[src/rtl/murmur_pkg.sv]
// types, constants and helper functions shared by the murmur64a hash block
`default_nettype none

package murmur_pkg;

  localparam logic [63:0] MulM      = 64'hc6a4a7935bd1e995;
  localparam logic [31:0] MulLo     = MulM[31:0];
  localparam logic [31:0] MulHi     = MulM[63:32];
  localparam int unsigned MixShift  = 47;
  localparam logic [31:0] SeedReset = 32'h41C64E6D;

  localparam int unsigned InTdataW  = 104;
  localparam int unsigned OutTdataW = 64;

  typedef enum logic [9:0] {
    S_IDLE  = 10'b00_0000_0001,
    S_START = 10'b00_0000_0010,
    S_BODY  = 10'b00_0000_0100,
    S_MUL0  = 10'b00_0000_1000,
    S_MUL1  = 10'b00_0001_0000,
    S_MUL2  = 10'b00_0010_0000,
    S_MUL3  = 10'b00_0100_0000,
    S_NEXT  = 10'b00_1000_0000,
    S_FIN   = 10'b01_0000_0000,
    S_OUT   = 10'b10_0000_0000
  } state_e;

  typedef enum logic [2:0] {
    OP_INIT,
    OP_BLK1,
    OP_BLK2,
    OP_BLK3,
    OP_TAIL,
    OP_AVAL
  } op_e;

  typedef enum logic [2:0] {
    XS_LEN,
    XS_WORD,
    XS_ACC_MIX,
    XS_H_ACC,
    XS_TAIL,
    XS_H_MIX
  } x_sel_e;

  typedef enum logic [1:0] {
    HS_SEED_ACC,
    HS_ACC,
    HS_ACC_MIX
  } h_sel_e;

  typedef enum logic [2:0] {
    MS_NONE,
    MS_P0,
    MS_P1,
    MS_P2,
    MS_P3
  } mul_step_e;

  typedef struct packed {
    logic      item_load;
    logic      x_load;
    x_sel_e    x_sel;
    logic      h_load;
    h_sel_e    h_sel;
    mul_step_e mul_step;
    logic      out_load;
  } cmd_t;

  typedef struct packed {
    logic first;
    logic last;
    logic full_word;
    logic has_tail;
  } sts_t;

  function automatic logic [63:0] mix47(input logic [63:0] v);
    mix47 = v ^ (v >> MixShift);
  endfunction

  function automatic logic [63:0] tail_mask(input logic [2:0] n);
    tail_mask = (64'h1 << {n, 3'b000}) - 64'h1;
  endfunction

endpackage

`default_nettype wire

[src/rtl/murmur_dp.sv]
// datapath: item latch, seed, running hash and the shared 32x32 multiplier
`default_nettype none

module murmur_dp (
  input  wire logic                 clk_i,
  input  wire logic                 rst_ni,
  input  wire logic                 cfg_we_i,
  input  wire logic [31:0]          cfg_data_i,
  input  wire logic [63:0]          word_i,
  input  wire logic [3:0]           nbytes_i,
  input  wire logic                 first_i,
  input  wire logic [31:0]          len_i,
  input  wire logic                 last_i,
  input  wire murmur_pkg::cmd_t     cmd_i,
  output murmur_pkg::sts_t          sts_o,
  output logic [63:0]               hash_o
);

  logic [63:0] word_q;
  logic [3:0]  nb_q;
  logic        first_q;
  logic [31:0] len_q;
  logic        last_q;
  logic [31:0] seed_q;
  logic [63:0] h_q, h_d;
  logic [63:0] x_q, x_d;
  logic [63:0] prod_q;
  logic [63:0] acc_q;
  logic [63:0] hash_q;
  logic [31:0] mul_a, mul_b;
  logic [63:0] mul_p;

  always_ff @(posedge clk_i) begin
    if (cmd_i.item_load) begin
      word_q  <= word_i;
      nb_q    <= nbytes_i;
      first_q <= first_i;
      len_q   <= len_i;
      last_q  <= last_i;
    end
  end

  always_ff @(posedge clk_i or negedge rst_ni) begin
    if (!rst_ni) begin
      seed_q <= murmur_pkg::SeedReset;
    end else if (cfg_we_i) begin
      seed_q <= cfg_data_i;
    end
  end

  always_comb begin
    case (cmd_i.x_sel)
      murmur_pkg::XS_LEN:     x_d = {32'b0, len_q};
      murmur_pkg::XS_WORD:    x_d = word_q;
      murmur_pkg::XS_ACC_MIX: x_d = murmur_pkg::mix47(acc_q);
      murmur_pkg::XS_H_ACC:   x_d = h_q ^ acc_q;
      murmur_pkg::XS_TAIL:    x_d = h_q ^ (word_q & murmur_pkg::tail_mask(nb_q[2:0]));
      murmur_pkg::XS_H_MIX:   x_d = murmur_pkg::mix47(h_q);
      default:                x_d = word_q;
    endcase
  end

  always_comb begin
    case (cmd_i.h_sel)
      murmur_pkg::HS_SEED_ACC: h_d = {32'b0, seed_q} ^ acc_q;
      murmur_pkg::HS_ACC:      h_d = acc_q;
      murmur_pkg::HS_ACC_MIX:  h_d = murmur_pkg::mix47(acc_q);
      default:                 h_d = acc_q;
    endcase
  end

  always_ff @(posedge clk_i or negedge rst_ni) begin
    if (!rst_ni) begin
      h_q <= '0;
    end else if (cmd_i.h_load) begin
      h_q <= h_d;
    end
  end

  always_ff @(posedge clk_i) begin
    if (cmd_i.x_load) begin
      x_q <= x_d;
    end
  end

  // low 64 bits of x * m from three 32x32 partial products
  assign mul_a = (cmd_i.mul_step == murmur_pkg::MS_P2) ? x_q[63:32] : x_q[31:0];
  assign mul_b = (cmd_i.mul_step == murmur_pkg::MS_P1) ? murmur_pkg::MulHi
                                                         : murmur_pkg::MulLo;
  assign mul_p = {32'b0, mul_a} * {32'b0, mul_b};

  always_ff @(posedge clk_i) begin
    case (cmd_i.mul_step)
      murmur_pkg::MS_P0: begin
        prod_q <= mul_p;
      end
      murmur_pkg::MS_P1: begin
        acc_q  <= prod_q;
        prod_q <= mul_p;
      end
      murmur_pkg::MS_P2: begin
        acc_q  <= acc_q + {prod_q[31:0], 32'b0};
        prod_q <= mul_p;
      end
      murmur_pkg::MS_P3: begin
        acc_q  <= acc_q + {prod_q[31:0], 32'b0};
      end
      default: begin
      end
    endcase
  end

  always_ff @(posedge clk_i) begin
    if (cmd_i.out_load) begin
      hash_q <= h_q;
    end
  end

  assign sts_o.first     = first_q;
  assign sts_o.last      = last_q;
  assign sts_o.full_word = nb_q[3];
  assign sts_o.has_tail  = |nb_q[2:0];
  assign hash_o          = hash_q;

endmodule

`default_nettype wire

[src/rtl/murmur_ctrl.sv]
// controller: sequences initialisation, block mixing, tail and avalanche
`default_nettype none

module murmur_ctrl (
  input  wire logic              clk_i,
  input  wire logic              rst_ni,
  input  wire logic              in_valid_i,
  output logic                   in_ready_o,
  output logic                   out_valid_o,
  input  wire logic              out_ready_i,
  input  wire murmur_pkg::sts_t  sts_i,
  output murmur_pkg::cmd_t       cmd_o
);

  murmur_pkg::state_e state_q, state_d;
  murmur_pkg::op_e    op_q, op_d;
  logic               in_msg_q, in_msg_d;
  logic               out_valid_q, out_valid_d;

  always_ff @(posedge clk_i or negedge rst_ni) begin
    if (!rst_ni) begin
      state_q     <= murmur_pkg::S_IDLE;
      op_q        <= murmur_pkg::OP_INIT;
      in_msg_q    <= 1'b0;
      out_valid_q <= 1'b0;
    end else begin
      state_q     <= state_d;
      op_q        <= op_d;
      in_msg_q    <= in_msg_d;
      out_valid_q <= out_valid_d;
    end
  end

  always_comb begin
    state_d        = state_q;
    op_d           = op_q;
    in_msg_d       = in_msg_q;
    out_valid_d    = out_valid_q && !out_ready_i;
    in_ready_o     = 1'b0;
    cmd_o.item_load = 1'b0;
    cmd_o.x_load   = 1'b0;
    cmd_o.x_sel    = murmur_pkg::XS_LEN;
    cmd_o.h_load   = 1'b0;
    cmd_o.h_sel    = murmur_pkg::HS_ACC;
    cmd_o.mul_step = murmur_pkg::MS_NONE;
    cmd_o.out_load = 1'b0;

    case (state_q)
      murmur_pkg::S_IDLE: begin
        in_ready_o = 1'b1;
        if (in_valid_i) begin
          cmd_o.item_load = 1'b1;
          state_d = murmur_pkg::S_START;
        end
      end
      murmur_pkg::S_START: begin
        if (sts_i.first) begin
          cmd_o.x_load = 1'b1;
          cmd_o.x_sel  = murmur_pkg::XS_LEN;
          op_d         = murmur_pkg::OP_INIT;
          state_d      = murmur_pkg::S_MUL0;
        end else if (in_msg_q) begin
          state_d = murmur_pkg::S_BODY;
        end else begin
          state_d = murmur_pkg::S_IDLE;
        end
      end
      murmur_pkg::S_BODY: begin
        if (!sts_i.last || sts_i.full_word) begin
          cmd_o.x_load = 1'b1;
          cmd_o.x_sel  = murmur_pkg::XS_WORD;
          op_d         = murmur_pkg::OP_BLK1;
          state_d      = murmur_pkg::S_MUL0;
        end else if (sts_i.has_tail) begin
          cmd_o.x_load = 1'b1;
          cmd_o.x_sel  = murmur_pkg::XS_TAIL;
          op_d         = murmur_pkg::OP_TAIL;
          state_d      = murmur_pkg::S_MUL0;
        end else begin
          state_d = murmur_pkg::S_FIN;
        end
      end
      murmur_pkg::S_MUL0: begin
        cmd_o.mul_step = murmur_pkg::MS_P0;
        state_d        = murmur_pkg::S_MUL1;
      end
      murmur_pkg::S_MUL1: begin
        cmd_o.mul_step = murmur_pkg::MS_P1;
        state_d        = murmur_pkg::S_MUL2;
      end
      murmur_pkg::S_MUL2: begin
        cmd_o.mul_step = murmur_pkg::MS_P2;
        state_d        = murmur_pkg::S_MUL3;
      end
      murmur_pkg::S_MUL3: begin
        cmd_o.mul_step = murmur_pkg::MS_P3;
        state_d        = murmur_pkg::S_NEXT;
      end
      murmur_pkg::S_NEXT: begin
        case (op_q)
          murmur_pkg::OP_INIT: begin
            cmd_o.h_load = 1'b1;
            cmd_o.h_sel  = murmur_pkg::HS_SEED_ACC;
            in_msg_d     = 1'b1;
            state_d      = murmur_pkg::S_BODY;
          end
          murmur_pkg::OP_BLK1: begin
            cmd_o.x_load = 1'b1;
            cmd_o.x_sel  = murmur_pkg::XS_ACC_MIX;
            op_d         = murmur_pkg::OP_BLK2;
            state_d      = murmur_pkg::S_MUL0;
          end
          murmur_pkg::OP_BLK2: begin
            cmd_o.x_load = 1'b1;
            cmd_o.x_sel  = murmur_pkg::XS_H_ACC;
            op_d         = murmur_pkg::OP_BLK3;
            state_d      = murmur_pkg::S_MUL0;
          end
          murmur_pkg::OP_BLK3: begin
            cmd_o.h_load = 1'b1;
            cmd_o.h_sel  = murmur_pkg::HS_ACC;
            state_d      = sts_i.last ? murmur_pkg::S_FIN : murmur_pkg::S_IDLE;
          end
          murmur_pkg::OP_TAIL: begin
            cmd_o.h_load = 1'b1;
            cmd_o.h_sel  = murmur_pkg::HS_ACC;
            state_d      = murmur_pkg::S_FIN;
          end
          murmur_pkg::OP_AVAL: begin
            cmd_o.h_load = 1'b1;
            cmd_o.h_sel  = murmur_pkg::HS_ACC_MIX;
            in_msg_d     = 1'b0;
            state_d      = murmur_pkg::S_OUT;
          end
          default: begin
            state_d = murmur_pkg::S_IDLE;
          end
        endcase
      end
      murmur_pkg::S_FIN: begin
        cmd_o.x_load = 1'b1;
        cmd_o.x_sel  = murmur_pkg::XS_H_MIX;
        op_d         = murmur_pkg::OP_AVAL;
        state_d      = murmur_pkg::S_MUL0;
      end
      murmur_pkg::S_OUT: begin
        if (!out_valid_q || out_ready_i) begin
          cmd_o.out_load = 1'b1;
          out_valid_d    = 1'b1;
          state_d        = murmur_pkg::S_IDLE;
        end
      end
      default: begin
        state_d = murmur_pkg::S_IDLE;
      end
    endcase
  end

  assign out_valid_o = out_valid_q;

  a_state_onehot: assert property (@(posedge clk_i) disable iff (!rst_ni)
    $onehot(state_q))
    else $error("controller state not one-hot");

  a_accept_starts: assert property (@(posedge clk_i) disable iff (!rst_ni)
    (in_valid_i && in_ready_o) |=> (state_q == murmur_pkg::S_START))
    else $error("accepted item did not start processing");

  a_no_overwrite: assert property (@(posedge clk_i) disable iff (!rst_ni)
    cmd_o.out_load |-> (!out_valid_q || out_ready_i))
    else $error("pending result overwritten");

  a_msg_ends_on_avalanche: assert property (@(posedge clk_i) disable iff (!rst_ni)
    $fell(in_msg_q) |-> ($past(state_q == murmur_pkg::S_NEXT)
                         && $past(op_q == murmur_pkg::OP_AVAL)))
    else $error("message closed without avalanche");

endmodule

`default_nettype wire

[src/rtl/murmur64a_hash.sv]
// top level of the streaming murmurhash64a block
//
// input stream: one item per 64-bit message word, little-endian bytes. tuser marks
// the first item (which carries total_length), tlast the final one; valid_bytes
// counts the bytes of the final word (0 to 8, larger values count as 8).
// output stream: one item with the 64-bit hash after each message's final item.
// seed is written through cfg_valid_i/cfg_data_i; the user does so only while the
// block is idle, which the block itself does not enforce. all 64-bit products run
// on one shared 32x32 multiplier, stepping through S_MUL0 to S_MUL3 for each, so
// that multiplier sets the rate: a word inside a message takes three products,
// the first item adds one for the initial value and the final item adds one for
// the avalanche and the output load; a final item with a tail of one to seven
// bytes takes one product instead of three. an item outside a message is dropped.
// the finished hash waits in an output register, and a new item is taken
// meanwhile; only a second result stalls until the first has been taken.
// reset clears the running hash and message flag and loads the seed with
// its reset value; no clearing pass is needed.
`default_nettype none

module murmur64a_hash (
  input  wire logic                                  clk_i,
  input  wire logic                                  rst_ni,
  input  wire logic                                  cfg_valid_i,
  output logic                                       cfg_ready_o,
  input  wire logic [31:0]                           cfg_data_i,
  input  wire logic                                  s_axis_tvalid,
  output logic                                       s_axis_tready,
  // data_word [63:0], valid_bytes [67:64], total_length [99:68], zero pad
  input  wire logic [murmur_pkg::InTdataW-1:0]       s_axis_tdata,
  // first [0]
  input  wire logic                                  s_axis_tuser,
  input  wire logic                                  s_axis_tlast,
  output logic                                       m_axis_tvalid,
  input  wire logic                                  m_axis_tready,
  // hash_value [63:0]
  output logic [murmur_pkg::OutTdataW-1:0]           m_axis_tdata
);

  murmur_pkg::cmd_t cmd;
  murmur_pkg::sts_t sts;

  assign cfg_ready_o = 1'b1;

  murmur_ctrl u_ctrl (
    .clk_i       (clk_i),
    .rst_ni      (rst_ni),
    .in_valid_i  (s_axis_tvalid),
    .in_ready_o  (s_axis_tready),
    .out_valid_o (m_axis_tvalid),
    .out_ready_i (m_axis_tready),
    .sts_i       (sts),
    .cmd_o       (cmd)
  );

  murmur_dp u_dp (
    .clk_i      (clk_i),
    .rst_ni     (rst_ni),
    .cfg_we_i   (cfg_valid_i),
    .cfg_data_i (cfg_data_i),
    .word_i     (s_axis_tdata[63:0]),
    .nbytes_i   (s_axis_tdata[67:64]),
    .first_i    (s_axis_tuser),
    .len_i      (s_axis_tdata[99:68]),
    .last_i     (s_axis_tlast),
    .cmd_i      (cmd),
    .sts_o      (sts),
    .hash_o     (m_axis_tdata)
  );

endmodule

`default_nettype wire

[config.mk]
export PLATFORM = sky130hd
export DESIGN_NAME = murmur64a_hash
export DESIGN_NICKNAME = d
export VERILOG_FILES = /design/src/rtl/murmur_pkg.sv /design/src/rtl/murmur_dp.sv /design/src/rtl/murmur_ctrl.sv /design/src/rtl/murmur64a_hash.sv
export SDC_FILE = /design/constraint.sdc
export NUM_CORES = 2
export LEC_CHECK = 0
export ABC_AREA = 1
export BUFFER_PORTS_ARGS = -buffer_cell sky130_fd_sc_hd__clkbuf_2
export CORE_AREA = 2 2 295 297
export CTS_CLUSTER_DIAMETER = 80
export CTS_CLUSTER_SIZE = 30
export DETAILED_ROUTE_END_ITERATION = 6
export DIE_AREA = 0 0 297 299
export GPL_ROUTABILITY_DRIVEN = 0
export PLACE_DENSITY = 0.76
export SKIP_CTS_REPAIR_TIMING = 1
export SYNTH_ARGS = -nofsm -noshare
export SYNTH_HDL_FRONTEND = slang
export SYNTH_HIERARCHICAL = 1
export SYNTH_SLANG_ARGS = --single-unit
[constraint.sdc]
create_clock -name clk_i -period 8.54 [get_ports clk_i]
set_input_delay 1.281 -clock clk_i [delete_from_list [all_inputs] [get_ports clk_i]]
set_output_delay 1.281 -clock clk_i [all_outputs]
set_load 0.005 [all_outputs]
# Word level (Yosys, flattened, before mapping)
# Cells that the tools add are included.
[classes]
add_sub_neg = 2
multipliers = 1
eq_ne = 29
shift = 1
muxes = 35
bitwise = 6
reduce_logical = 20
[ops]
columns = ["cell", "count"]
rows = [
  ["64-bit case mux with 5 select lines", 1],
  ["64-bit case mux with 2 select lines", 2],
  ["64-bit by 17-bit XOR with 64-bit output", 2],
  ["64-bit XOR", 2],
  ["10-bit case mux with 10 select lines", 1],
  ["64-bit adder", 1],
  ["64-bit bitwise AND", 1],
  ["32-bit by 32-bit multiplier with 64-bit output", 1],
  ["32-bit 2-to-1 mux", 2],
  ["1-bit by 6-bit << shifter with 64-bit output (first input constant)", 1],
  ["64-bit by 1-bit subtractor with 64-bit output (second input constant)", 1],
  ["32-bit by 64-bit XOR with 64-bit output", 1],
  ["10-bit case mux with 5 select lines", 1],
  ["9-bit 2-to-1 mux", 3],
  ["3-bit case mux with 4 select lines", 2],
  ["10-bit 2-to-1 mux", 2],
  ["3-bit by 2-bit == test with 1-bit output (second input constant)", 6],
  ["4-bit 2-to-1 mux", 4],
  ["4-bit case mux with 4 select lines", 1],
  ["3-bit == test (second input constant)", 5],
  ["3-bit 2-to-1 mux", 5],
  ["10-bit by 1-bit == test with 1-bit output (second input constant)", 1],
  ["10-bit == test (second input constant)", 1],
  ["10-bit by 2-bit == test with 1-bit output (second input constant)", 1],
  ["other kinds (29)", 46],
]
[word_totals]
register_bits = 469
elab_cells = 109

# Longest topological paths before layout
[depth]
word_depth = 6
depth_mapped = 45
depth_no_buf = 44

# By module
# The synthesis kept the hierarchy.
[modules_own_cells]
columns = ["mod", "n_inst", "cells_each", "area_each_um2", "seq_area_each_um2"]
rows = [
  ["murmur_dp", 1, 5488, 48465.2, 13171.4],
  ["murmur_ctrl", 1, 141, 960.9, 376.6],
  ["murmur64a_hash", 1, 2, 11.3, 0.0],
]

# Least setup slack after synthesis
# OpenSTA, ideal clock, no wires.
[synth_path]
path_kind = "reg-to-reg"
start = "reg u_ctrl.state_q[8]"
end = "reg u_dp.prod_q[62] (data pin)"
arrival_ns = 7.917
t_required_ns = 8.288
setup_slack_ns = 0.371
stages_incl_launch_ff = 33
path_buffers = 3
cell_sequence = "dfrtp_1 > nor2_2 > nand4_1 > o21ai_0 > nand3_2 > buf_6 > buf_8 > buf_4 > o21ai_2 > inv_2 > nor2_1 > inv_1 > fa_1 > fa_1 > fa_1 > fa_1 > inv_1 > fa_1 > fa_1 > fa_1 > inv_1 > fa_1 > inv_1 > ha_1 > nand2_1 > nor2_1 > inv_1 > nor2_1 > nand2_1 > nor2_1 > nand2_1 > nand3_1 > nand2_1"
[synth_rtl]
columns = ["element", "line", "source"]
rows = [
  ["start, declared", "murmur_ctrl.sv:15", "murmur_pkg::state_e state_q, state_d;"],
  ["start signal, assigned", "murmur_ctrl.sv:22", "state_q <= murmur_pkg::S_IDLE;"],
  ["start signal, assigned", "murmur_ctrl.sv:27", "state_q <= state_d;"],
  ["end signal, assigned", "murmur_dp.sv:95", "prod_q <= mul_p;"],
  ["end signal, assigned", "murmur_dp.sv:99", "prod_q <= mul_p;"],
  ["end signal, assigned", "murmur_dp.sv:103", "prod_q <= mul_p;"],
  ["end, declared", "murmur_dp.sv:27", "logic [63:0] prod_q;"],
]

==> out/metrics.yaml <==
status: "finished, violations left"
violations: "DRC"
drt_iter0_drc: 4576
r2r_setup_slack_ps: 100
crit_path_start: "u_ctrl/state_q[8]"
clkLatencyLatePin_ps: 600
synth_xor_area_share_pct: 1.95
grt_pass1_wl_um: 230000
cts.path.max_buffers: 3
hold_path.class: "register to register"
setup_violations: 0
synth_compound_area_share_pct: 5.18
final_nets: 7185
layout_common_cells: "inv_1, nand2_1, fa_1"
r2r_cells: 30
synthSimpleGateAreaFrac_pct: 16.7
arrival_ps: 8770
antenna_found_initial: 4
synthCells: 5631
drive_gt1_share_pct: 13.1
drc_errors: 1
vias: 39500
max_freq_mhz: 118
synthMuxAreaShare_pct: 0.661
nFillCells: 7008
die_w_um: 297
hold_path_depth: 0
synthesis.area_sq_um: 49400
coreArea_sq_um: 85900
crit_path_top_delay_cell: "fa_2"
wl_per_cell_um: 21.3
worstSetupPathType: "register to register"
postSynthAreaPerCell_sq_um: 8.78
cpPeakStageDelay_ps: 660
r2r-end: "u_dp/prod_q[56]"
core.rowCount: 108
grt_usage_pct: 34.2
cts_tree: "built"
cp-end-kind: "register"
clock_tree.htree_level_count: 1
min_period_ps: 8440
ant_nets: 0
synthAdderAreaFrac_pct: 36.1
drt_wl_total_um: 153000
timing.final.ws_setup_ps: 96.0
cp_max_fo: 7
start_kind: "register"
hpwlAfterDp_um: 126000
hold_end: "u_dp/hash_o[39]"
synth_top_area_share_pct: 25.3
finalCritPeriodShare_pct: 98.9
overflow: 0
slew_viol_final: 0
placed_cell_area_sq_um: 53100
timing.rr.start: "u_ctrl/state_q[8]"
yosysUniqueCellTypes: 57
finClkSkew_ps: 42.8
die_area_sq_um: 88800
grt_max_degree: 89
layout_commonest_cell: "inv_1"
clock_sinks: 469
synth.area.top_cells: "fa_1, edfxtp_1, ha_1"
first_pass_iters: 7
yosysSeqAreaShare_pct: 27.4
max_slew_margin_pct: 27.6
postLayoutCoreUtil_pct: 63.6
worstMarginPinSlew_ps: 1090
cts.reportedPaths.clkPinSlew_ps: 110
ios: 210
worstHoldStart: "u_dp/h_q[39]"
rsz0062_at_grt: "true"
hold_viol: 0
cp.required_ps: 8860
yosys_warnings: 6
start_util_pct: 57.5
cp_common_cell: "fa_1"
first_global_vias: 39100
synth_top_family_by_area: "adder cells"
routed_via_density: 5.52
maxCapViolations: 0
cts_root_buffer: "clkbuf_16"
area_growth_pct: 10.6
synth_top_cell_by_area: "fa_1"
synth_seq_cells: 469
die_y_um: 299
numCtsBuffers: 21
design_area_sq_um: 54700
portBuffers: 204
post-place-ws_ps: -290
-- per-stage QoR --
| step | instances | hold slack, ps | setup TNS, ps |
|---|---|---|---|
| detailed placement | 7095 | 462 | -1880 |
| global placement | 7095 | 456 | -316 |
| CTS | 7133 | 468 | -4880 |
| floorplan | 5634 | 446 | 0 |
| global route | 7159 | 486 | -1920 |
| finish | 7161 | 485 | 0 |
-- layout make-up --
class,instances,area [sq um],area share [%]
multi-input combinational,3618,30700,56.0
sequential,469,13500,24.8
inverter,1439,5420,9.91
timing repair buffer,439,2960,5.41
tap,1155,1450,2.64
clock buffer,31,563,1.03
clock inverter,7,93.8,0.172
timing repair inverter,1,6.26,0.0114
antenna,2,5.00,0.00915
-- synth_stat cells, drive strengths merged --
| cell type | number |
|---|---|
| a32oi | 3 |
| nor4 | 4 |
| o21ai | 207 |
| inv | 1437 |
| and3b | 1 |
| or2 | 70 |
| nand2 | 1336 |
| o21a | 3 |
| a211oi | 3 |
| dfrtp | 95 |
| a21oi | 101 |
| conb | 3 |
| dfstp | 16 |
| fa | 624 |
| nand3 | 172 |
| a22oi | 7 |
| a22o | 6 |
| o21bai | 12 |
| and2 | 2 |
| xor2 | 53 |
| nand4 | 46 |
| and3 | 2 |
| nand3b | 11 |
| clkbuf | 66 |
| xnor2 | 57 |
| nor2 | 324 |
| a31oi | 9 |
| ha | 429 |
| o211ai | 2 |
| clkinv | 2 |
| nor3 | 28 |
| buf | 42 |
| o31ai | 1 |
| edfxtp | 358 |
| o22ai | 17 |
| a21boi | 25 |
| mux2 | 29 |
| o2111ai | 28 |
-- sequential cells by signal (all words and copies together) (netlist names), 3 cells and up --
register	flops
u_dp/prod_q	64
u_dp/x_q	64
u_dp/acc_q	64
u_dp/seed_q	32
u_dp/len_q	32
u_ctrl/state_q	10
u_dp/word_q	64
u_dp/h_q	64
u_dp/hash_o	64
u_ctrl/op_q	3
u_dp/nb_q	4
-- worst max-delay path, delay by kind of cell (launching register included) --
family | cells | cell delay, ps
adders and majority gates | 9 | 4570
DFF | 1 | 440
and+or+nand+nor | 12 | 1800
buffers and inverters | 7 | 820
AOI/OAI and AO/OA | 2 | 530
-- logic make-up (layout without fill, tap and decap cells) --
| group | after synthesis | in the layout |
|---|---|---|
| mux | 29 | 29 |
| compound gates | 424 | 424 |
| fa+ha+maj | 1053 | 1053 |
| other cells | 3 | 8 |
| flops | 469 | 469 |
| xor+xnor | 110 | 110 |
| buf+inv | 1547 | 1917 |
| simple gates | 1996 | 1996 |
-- routing by layer --
| layer | part of all wire, % | track usage [%] | up-vias |
|---|---|---|---|
| met5 | 0.0052 | 0 | - |
| met4 | 6.8 | 18.3 | 2 |
| met3 | 12 | 7.07 | 492 |
| met2 | 44 | 52.7 | 2317 |
| met1 | 37 | 45.9 | 18900 |
| li1 | - | - | 17800 |
-- how the worst max path moves through the flow --
stage | to | slack [ps]
finish | u_dp/prod_q[56] | 100
global route | u_dp/prod_q[58] | -150
CTS | u_dp/prod_q[30] | -400
detailed placement | u_dp/prod_q[30] | -290
global placement | u_dp/prod_q[30] | -230
floorplan | u_dp/prod_q[62] | 370
Power is not shown: default switching activity piles up to over one toggle a cycle in this logic, so the estimate is an artifact.
